==> src/rtl/xsge_pkg.sv <==
// Shared constants, coefficient and curve tables for the XYZ to sRGB encoder.
package xsge_pkg;

  localparam int IN_BITS_DEF  = 16;
  localparam int OUT_BITS_DEF = 12;

  // Stage counts: two matrix stages, then the per-channel encoder.
  localparam int MAT_STG = 2;
  localparam int ENC_STG = 7;
  localparam int NSTG    = MAT_STG + ENC_STG;

  // Signed Q.16 sRGB primaries matrix.
  localparam int COEF_W = 19;
  typedef logic signed [COEF_W-1:0] coef_t;

  localparam coef_t MAT [3][3] = '{
    '{ 19'sd212402, -19'sd100755, -19'sd32676 },
    '{-19'sd63517,   19'sd122946,  19'sd2726  },
    '{ 19'sd3644,   -19'sd13369,   19'sd69272 }
  };

  // Curve constants.
  localparam int LIN_W  = 24;   // linear value, Q.24
  localparam int V_W    = 21;   // encoded value, Q.20 up to 1.0
  localparam int MANT_W = 21;
  localparam int SEMI_W = 21;   // entry 0 is exactly 1.0
  localparam int FR_W   = 19;
  localparam int DIF_W  = 15;

  localparam logic [15:0]       KNEE   = 16'd51003;
  localparam logic [19:0]       SLOPE  = 20'd846725;
  localparam logic [V_W-1:0]    GAIN   = 21'd1106248;
  localparam logic [V_W-1:0]    OFFSET = 21'd57672;
  localparam logic [V_W-1:0]    ONE20  = 21'h100000;
  localparam logic [V_W-1:0]    HALF20 = 21'h080000;

  // (1 + k/16)^(5/12), Q.20
  localparam logic [MANT_W-1:0] MANT [17] = '{
    21'd1048576, 21'd1075401, 21'd1101320, 21'd1126412, 21'd1150745, 21'd1174377,
    21'd1197364, 21'd1219747, 21'd1241569, 21'd1262869, 21'd1283676, 21'd1304022,
    21'd1323932, 21'd1343432, 21'd1362544, 21'd1381287, 21'd1399681
  };

  // 2^(-r/12), Q.20
  localparam logic [SEMI_W-1:0] SEMI [12] = '{
    21'd1048576, 21'd989724, 21'd934175, 21'd881744, 21'd832255, 21'd785544,
    21'd741455,  21'd699840, 21'd660561, 21'd623487, 21'd588493, 21'd555464
  };

  typedef struct packed {
    logic [1:0] q;
    logic [3:0] r;
  } qr_t;

  // 5*e split into whole octaves (q) and semitone steps (r), e in 1..9.
  function automatic qr_t qr_of(input logic [3:0] e);
    qr_t res;
    unique case (e)
      4'd1:    res = '{q: 2'd0, r: 4'd5};
      4'd2:    res = '{q: 2'd0, r: 4'd10};
      4'd3:    res = '{q: 2'd1, r: 4'd3};
      4'd4:    res = '{q: 2'd1, r: 4'd8};
      4'd5:    res = '{q: 2'd2, r: 4'd1};
      4'd6:    res = '{q: 2'd2, r: 4'd6};
      4'd7:    res = '{q: 2'd2, r: 4'd11};
      4'd8:    res = '{q: 2'd3, r: 4'd4};
      4'd9:    res = '{q: 2'd3, r: 4'd9};
      default: res = '{q: 2'd0, r: 4'd0};
    endcase
    return res;
  endfunction

endpackage

==> src/rtl/xsge_encode.sv <==
// Seven-stage gamma encoder for one linear channel.
module xsge_encode #(
  parameter int IN_BITS  = xsge_pkg::IN_BITS_DEF,
  parameter int OUT_BITS = xsge_pkg::OUT_BITS_DEF
) (
  input  logic                                clk,
  input  logic signed [IN_BITS+19:0]          acc,
  input  logic [xsge_pkg::ENC_STG-1:0]        ld,
  output logic [OUT_BITS-1:0]                 code
);
  import xsge_pkg::*;

  localparam int ACC_W     = IN_BITS + 20;
  localparam int LIN_SHIFT = IN_BITS - 10;
  localparam int U_W       = ACC_W - LIN_SHIFT;
  localparam int FRP_W     = DIF_W + FR_W;
  localparam int LINP_W    = 16 + 20;
  localparam int SP_W      = MANT_W + SEMI_W;
  localparam int GP_W      = V_W + V_W;
  localparam int CP_W      = V_W + OUT_BITS;
  localparam logic [CP_W-1:0] CODE_MAX = CP_W'((1 << OUT_BITS) - 1);

  typedef enum logic [1:0] {CLS_ZERO, CLS_FULL, CLS_LIN, CLS_CURVE} cls_t;

  // ---- stage A: classify, normalize
  logic signed [ACC_W-1:0] acc_sh;
  logic [U_W-1:0]          u;
  logic [LIN_W-1:0]        u24;
  logic                    pos;
  logic                    big;
  logic [3:0]              sh;
  cls_t                    cls_next;

  assign acc_sh = acc >>> LIN_SHIFT;
  assign u      = acc_sh[U_W-1:0];
  assign u24    = u[LIN_W-1:0];
  assign pos    = ~acc[ACC_W-1] & (|acc);
  assign big    = |u[U_W-1:LIN_W];

  // Curve inputs are at least the knee, so the top set bit is 15 or above.
  always_comb begin
    sh = 4'd8;
    for (int i = 0; i <= 8; i++) begin
      if (u24[15+i]) sh = 4'(8 - i);
    end
  end

  always_comb begin
    priority if (!pos)          cls_next = CLS_ZERO;
    else if (big)               cls_next = CLS_FULL;
    else if (u24 < 24'(KNEE))   cls_next = CLS_LIN;
    else                        cls_next = CLS_CURVE;
  end

  cls_t             cls_a;
  logic [LIN_W-1:0] m_a;
  logic [3:0]       e_a;
  logic [15:0]      ulin_a;

  always_ff @(posedge clk) begin
    if (ld[0]) begin
      cls_a  <= cls_next;
      m_a    <= u24 << sh;
      e_a    <= sh + 4'd1;
      ulin_a <= u24[15:0];
    end
  end

  // ---- stage B: table lookup, interpolation product, linear product
  logic [3:0]        idx;
  logic [FR_W-1:0]   fr;
  logic [MANT_W-1:0] mant_lo;
  logic [MANT_W-1:0] mant_hi;
  logic [MANT_W-1:0] dif_w;

  assign idx     = m_a[22:19];
  assign fr      = m_a[FR_W-1:0];
  assign mant_lo = MANT[{1'b0, idx}];
  assign mant_hi = MANT[{1'b0, idx} + 5'd1];
  assign dif_w   = mant_hi - mant_lo;

  cls_t              cls_b;
  logic [FRP_W-1:0]  frp_b;
  logic [MANT_W-1:0] base_b;
  qr_t               qr_b;
  logic [LINP_W-1:0] linp_b;

  always_ff @(posedge clk) begin
    if (ld[1]) begin
      cls_b  <= cls_a;
      frp_b  <= dif_w[DIF_W-1:0] * fr;
      base_b <= mant_lo;
      qr_b   <= qr_of(e_a);
      linp_b <= ulin_a * SLOPE;
    end
  end

  // ---- stage C: interpolated mantissa power
  cls_t              cls_c;
  logic [MANT_W-1:0] g_c;
  qr_t               qr_c;
  logic [LINP_W-1:0] linp_c;

  always_ff @(posedge clk) begin
    if (ld[2]) begin
      cls_c  <= cls_b;
      g_c    <= base_b + MANT_W'(frp_b[FRP_W-1:FR_W]);
      qr_c   <= qr_b;
      linp_c <= linp_b;
    end
  end

  // ---- stage D: semitone scale
  cls_t              cls_d;
  logic [SP_W-1:0]   sp_d;
  logic [1:0]        q_d;
  logic [LINP_W-1:0] linp_d;

  always_ff @(posedge clk) begin
    if (ld[3]) begin
      cls_d  <= cls_c;
      sp_d   <= g_c * SEMI[qr_c.r];
      q_d    <= qr_c.q;
      linp_d <= linp_c;
    end
  end

  // ---- stage E: octave shift and 1.055 gain; round linear branch
  // The scaled mantissa never exceeds the top table entry, so 21 bits hold it.
  logic [V_W-1:0]    p;
  logic [LINP_W-1:0] linr;

  assign p    = sp_d[V_W+19:20] >> q_d;
  assign linr = linp_d + LINP_W'(HALF20);

  cls_t            cls_e;
  logic [GP_W-1:0] gp_e;
  logic [15:0]     linv_e;

  always_ff @(posedge clk) begin
    if (ld[4]) begin
      cls_e  <= cls_d;
      gp_e   <= p * GAIN;
      linv_e <= linr[LINP_W-1:20];
    end
  end

  // ---- stage F: offset, clip, branch select
  logic [GP_W-1:0] gr;
  logic [21:0]     t;
  logic [21:0]     tv;
  logic [V_W-1:0]  curve_v;
  logic [V_W-1:0]  v_next;

  assign gr = gp_e + GP_W'(HALF20);
  assign t  = gr[GP_W-1:20];

  always_comb begin
    tv = (t > 22'(OFFSET)) ? t - 22'(OFFSET) : 22'd0;
    curve_v = (tv > 22'(ONE20)) ? ONE20 : tv[V_W-1:0];
    unique case (cls_e)
      CLS_ZERO:  v_next = '0;
      CLS_FULL:  v_next = ONE20;
      CLS_LIN:   v_next = V_W'(linv_e);
      CLS_CURVE: v_next = curve_v;
      default:   v_next = '0;
    endcase
  end

  logic [V_W-1:0] v_f;

  always_ff @(posedge clk) begin
    if (ld[5]) v_f <= v_next;
  end

  // ---- stage G: scale to code range (output register)
  logic [CP_W-1:0]   cprod;
  logic [OUT_BITS:0] c;

  assign cprod = CP_W'(v_f) * CODE_MAX + CP_W'(HALF20);
  assign c     = cprod[CP_W-1:20];

  always_ff @(posedge clk) begin
    if (ld[6]) begin
      code <= (c > CODE_MAX[OUT_BITS:0]) ? CODE_MAX[OUT_BITS-1:0] : c[OUT_BITS-1:0];
    end
  end

endmodule

==> config.mk <==
export PLATFORM = sky130hd
export DESIGN_NAME = xsge_encode
export DESIGN_NICKNAME = d
export VERILOG_FILES = /design/src/rtl/xsge_pkg.sv /design/src/rtl/xsge_encode.sv
export SDC_FILE = /design/constraint.sdc
export NUM_CORES = 2
export LEC_CHECK = 0
export BUFFER_PORTS_ARGS = -buffer_cell sky130_fd_sc_hd__buf_2
export CORE_UTILIZATION = 32
export DETAILED_ROUTE_END_ITERATION = 6
export HOLD_SLACK_MARGIN = 0.02
export PLACE_DENSITY_LB_ADDON = 0.15
export SETUP_SLACK_MARGIN = 0.1
export SLEW_MARGIN = 30
export SYNTH_ARGS = -nofsm -noshare
export SYNTH_HDL_FRONTEND = slang
export SYNTH_SLANG_ARGS = --single-unit
==> constraint.sdc <==
create_clock -name clk -period 9.9 [get_ports clk]
set_input_delay 0.99 -clock clk [delete_from_list [all_inputs] [get_ports clk]]
set_output_delay 0.99 -clock clk [all_outputs]
set_load 0.005 [all_outputs]
**Word-level counts from Yosys, hierarchy flattened**

Memory sizes are Yosys's and may differ from the RTL's. A register that Yosys moved wholly into a read port is not among the register bits.
Cells that the tools add are included.

- Add/subtract/negate cells: 8
- Multiply operators: 5
- $lt $le $gt $ge: 7
- Equal/unequal tests: 3
- Shifts and indexed selects: 2
- Muxes and demuxes: 19
- Bitwise logic cells: 6
- Reduce and logical (&&, ||, !) cells: 4

Operator list:

| kind | number |
|---|---|
| 2-to-1 mux 21 bit | 5 |
| one-hot mux 21 bit (4 select lines) | 1 |
| adder 42 x 20 -> 42 bit, second input constant | 1 |
| multiplier 21 x 21 -> 41 bit | 1 |
| multiplier 21 x 18 -> 39 bit, second input constant | 1 |
| adder 36 x 20 -> 36 bit, second input constant | 1 |
| multiplier 16 x 20 -> 36 bit, second input constant | 1 |
| OR reduction 36 bit | 1 |
| multiplier 15 x 19 -> 34 bit | 1 |
| adder 33 x 20 -> 33 bit, second input constant | 1 |
| multiplier 21 x 12 -> 33 bit, second input constant | 1 |
| 2-to-1 mux 4 bit | 8 |
| 2-to-1 mux 15 bit | 2 |
| less-than comparator 24 x 16 -> 1 bit, second input constant | 1 |
| left shift 24 x 4 -> 23 bit | 1 |
| > comparator 22 x 16 -> 1 bit, second input constant | 1 |
| > comparator 22 x 21 -> 1 bit, second input constant | 1 |
| 2-to-1 mux 22 bit | 1 |
| subtractor 22 x 16 -> 22 bit, second input constant | 1 |
| adder 21 x 15 -> 21 bit | 1 |
| >> shifter 21 x 2 -> 21 bit | 1 |
| subtractor 15 bit | 1 |
| > comparator 13 x 12 -> 1 bit, second input constant | 1 |
| >= comparator 6 bit, second input constant | 2 |
| 14 further kinds | 17 |

- Register bits: 374
- Bits in read-only memories: 1776
- Logic and storage cells: 81
- Memories kept: 4

Memories:

| memory | depth | bits a word | read ports | clocked after Yosys merged registers in | write ports | RTL line | text |
|---|---|---|---|---|---|---|---|
| (name not given) | 32 | 21 | 1 | 0 | 0 | xsge_encode.sv:79 | `assign mant_hi = MANT[{1'b0, idx} + 5'd1];` |
| (name not given) | 32 | 21 | 1 | 0 | 0 | xsge_encode.sv:78 | `assign mant_lo = MANT[{1'b0, idx}];` |
| (name not given) | 16 | 21 | 1 | 0 | 0 | xsge_encode.sv:122 | `sp_d <= g_c * SEMI[qr_c.r];` |
| (name not given) | 16 | 6 | 1 | 1 | 0 | xsge_pkg.sv:58 | `unique case (e)` |

**Logic depth before layout (Yosys ltp)**

- Depth in word-level cells: 9
- Depth in mapped cells: 42

**Worst setup path before layout**

OpenSTA, ideal clock, no wires.

- Kind: flip-flop to flip-flop
- From: register m_a[19]
- To: register frp_b[33] (data pin)
- Library setup time: 0.266 ns
- Data arrival time: 9.741 ns
- Required time: 9.634 ns
- Setup slack: -0.107 ns
- Cell stages (with the launch flop): 41
- Path buffers: 3
- Period minus slack after synthesis: 10.007 ns
- Path through: edfxtp_1 > ha_1 > inv_1 > ha_1 > clkbuf_1 > clkbuf_1 > nor3b_1 > nor4_1 > ha_1 > fa_1 > nor2b_1 > o21ai_0 > a21boi_0 > o21ai_0 > a21boi_0 > o21ai_0 > a21oi_1 > o21a_1 > [5 not listed] > inv_1 > fa_1 > fa_1 > fa_1 > inv_1 > fa_1 > inv_1 > ha_1 > a22oi_1 > nand2_1 > a311o_1 > o211ai_1 > a31oi_1 > o2111ai_1 > a211o_1 > a31oi_1 > nor4_1 > nor3_1

- Word-level cells in the longest chain between the ends: 7
- Elaborated cells between the ends (all ways): 11
- Those cells by class: 2 x add/sub; 1 x mul; 4 x mux; 2 x bitwise; 2 x memory

Ends and longest elaborated chain:

| what | RTL line | text |
|---|---|---|
| from (decl) | xsge_encode.sv:56 | `logic [LIN_W-1:0] m_a;` |
| from (signal assigned) | xsge_encode.sv:63 | `m_a <= u24 << sh;` |
| adder 4 x 1 -> 5 bit | xsge_encode.sv:79 |  |
| inverter 5 -> 6 bit (implied by the code) | xsge_encode.sv:79 |  |
| memory (32 x 21 bit) | -- |  |
| 2-to-1 mux 15 bit (implied by the code) (2 in a row) | xsge_encode.sv:79 |  |
| subtractor 15 bit * | xsge_encode.sv:80 | `assign dif_w = mant_hi - mant_lo;` |
| multiplier 15 x 19 -> 34 bit * | xsge_encode.sv:91 | `frp_b <= dif_w[DIF_W-1:0] * fr;` |
| to (signal assigned) | xsge_encode.sv:91 |  |
| to (decl) | xsge_encode.sv:83 | `logic [FRP_W-1:0] frp_b;` |

Mark *: on every way between the ends. The rest lies on a longest branch, timed or not. The select of a mux whose other input is x is not followed.
A chain may end at the register's enable or synchronous reset.

**Worst setup path after layout**

Ends and elaborated chain as after synthesis.

==> results.yml <==
worst_setup_path:
  max_stage_delay_ns: 0.55
  endpoint_kind: "flop"
  worst-path-max-fanout: 5
  cp.required_ns: 10.20
  cp-start-kind: "flop"
  regToRegSetupSlack_ns: 0.52
  worst_path_max_delay_cell: "fa_1"
  crit_top_cell: "fa_1"
  rr_worst_depth: 40
  worstPathArrival_ns: 9.68
  path_class: "reg -> reg"
clock_network:
  path_clk_slew_ns: 0.06
  cts_tree: "built"
  clk_root_buffer_cell: "clkbuf_16"
  htreeDepth: 2
  worstSkewPairLatency_ns: 0.58
  cts_sinks: 265
  numCtsBuffers: 36
  clk_path_buf_depth: 3
  cts_hold_buf: 0
logic_synthesis:
  yosys_warnings: 0
  synth_cell_types: 94
  synth_nets: 6653
  synth_area_mm2: 0.0505
  synth_edf_count: 265
  avgSynthCellArea_um2: 10.1
  async_flop_share: 0
  syn_inst: 5019
  yosys-top-cells-area: "fa_1 (35%), ha_1 (17%), edfxtp_1 (16%)"
  synth_top_area_cell: "fa_1"
  ys_seq_elements: 265
  ys_seq_area_frac: 0.157
  synthFlopType: "edfxtp_1"
  yosysTopAreaCellShare: 0.353
grt:
  grt_start_max_net_pins: 60
  track_usage: 0.166
  grt_overflow: 0
  antenna_found_initial: 3
  grt_first_pass_wirelength_um: 207000
  grt_pass1_vias: 37000
floorplanning:
  dieHeight_um: 399
  dieArea_mm2: 0.160
  initial_utilization: 0.323
  rows: 145
  die_w_um: 399
  io_pins: 56
  core_mm2: 0.157
run_status:
  status: "complete, no violations"
min_path:
  min_path_type: "reg -> reg"
  hold_depth: 0
placement:
  placed_area_mm2: 0.0540
  dp_hpwl_um: 103000
  place_congestion: 0.848
  io_buffers: 55
final_layout:
  fill_cells: 16000
  postLayoutCellArea_mm2: 0.0554
  final_common_cell: "inv_1"
  syn_to_final_growth_pct: 9.69
  n_antenna_cell: 0
  final_cell_mix: "inv_1 (1,096), fa_1 (892), ha_1 (694), nand2_1 (559), edfxtp_1 (265)"
  layout-drive-gt1-share: 0.0696
  multi_input_area_mm2: 0.0381
  layout.nets: 6737
  seq_area_mm2: 0.00796
route:
  via_per_inst: 4.64
  antenna_left: 0
  drt_wl_total_um: 126000
  drtIter0Drc: 1490
  post_drt_wl_per_cell_um: 17.6
  vias: 33300
  firstDrtPassIters: 5
  route.detailed.drc: 0
timing:
  max_freq_mhz: 107
  finClkSkew_ns: 0.0254
  worst_hold_slack_ns: 0.402
  fin_crit_ns: 9.38
  finalSetupViolations: 0
  hold_violations: 0
  maxSlewHeadroom: 0.394
  worst_pin_slew_ns: 0.909
  drv_slew: 0
  rsz0062_at_grt: "true"
  tns_ns: 0
  period_share: 0.947
flow_run:
  maxCapViolCount: 0
flip-flops by register name (all words and copies together), names as in the netlist, 12 cells and up:
register,flops
frp_b,15
sp_d,21
ulin_a,16
m_a,23
gp_e,23
v_f,21
linp_b,17
linp_d,17
base_b,19
g_c,20
code,12
linp_c,17
linv_e,16
cell families (layout without fill, tap and decap cells):
logic type	after synthesis	count (layout)	synth area share
multiplexers	60	60	0.0159
flip-flops	265	265	0.157
adder cells (fa/ha/maj)	1590	1590	0.526
buffers and inverters	1262	1374	0.0942
XOR/XNOR	151	151	0.0265
AND/OR/NAND/NOR	1261	1261	0.121
AO/OA/AOI/OAI	430	430	0.0584
metal layers:
metal	wire, µm	part of all wire	vias to the layer above	track usage
met4	2110	0.017	0	0.0326
li1	-	-	16000	-
met3	3540	0.028	108	0.0187
met2	61100	0.48	356	0.285
met5	0	0	-	0
met1	59500	0.47	16900	0.225
Yosys cell counts (all sizes together) (4+ instances only):
library cell	number
a221oi	4
mux4	16
nand2	559
nor2	149
o31a	6
a211oi	24
or2	10
or4	5
edfxtp	265
a211o	4
or3	10
nor3b	8
nor4	13
o21a	36
and2	228
fa	892
a21boi	17
clkbuf	145
a41oi	5
nor2b	68
mux2i	42
o2111ai	4
buf	18
nor3	49
and3	36
a2111oi	6
o211ai	9
o22ai	7
a31oi	24
o31ai	7
xor2	55
nand4	19
o21ai	100
a22o	17
o21bai	10
inv	1097
ha	698
a21o	27
nand2b	33
nand3b	5
a21oi	84
nand3	58
xnor2	96
final cells by class:
type	count	area share
Clock buffer	39	0.0168
Clock inverter	27	0.00408
Multi-Input combinational cell	3492	0.687
Sequential cell	265	0.144
Tap cell	2058	0.0464
Inverter	1099	0.0744
Timing Repair Buffer	209	0.0280
worst max-delay path, delay by kind of cell, from the launching register on:
family	cells	cell delay [ns]
flip-flops	1	0.37
adder cells (fa/ha/maj)	10	4.40
XOR/XNOR	1	0.17
AND/OR/NAND/NOR	7	0.88
AO/OA/AOI/OAI	14	2.53
buffers and inverters	8	0.75
final timing paths:
check,to,start
hold reg to reg,linp_c[30]$_DFFE_PP_,linp_b[30]$_DFFE_PP_
setup reg to reg,frp_b[33]$_DFFE_PP_,m_a[19]$_DFFE_PP_
setup / recovery,frp_b[33]$_DFFE_PP_,m_a[19]$_DFFE_PP_
hold / removal,linp_c[30]$_DFFE_PP_,linp_b[30]$_DFFE_PP_
stage by stage:
step	utilization	std cells	worst slack [ns]
after floorplan	-	5019	0.116
after global routing	0.354	7189	-0.00143
final	0.354	7189	0.520
after CTS	0.353	7182	0.126
after detailed placement	0.345	7116	-0.144
after global placement	0.345	7113	-0.125
repair_timing:
| action | 4_1_cts | 5_1_grt |
|---|---|---|
| endpoints found under the hold margin | 0 | 0 |
| resized for setup | 8 | 33 |
| setup buffers | 0 | 7 |
| pin swaps | 0 | 16 |
| setup endpoints to repair | 8 | 18 |
Power is left out: the tool's default activity adds up to more than one toggle a clock period on the data nets, which glitch-free logic cannot reach.
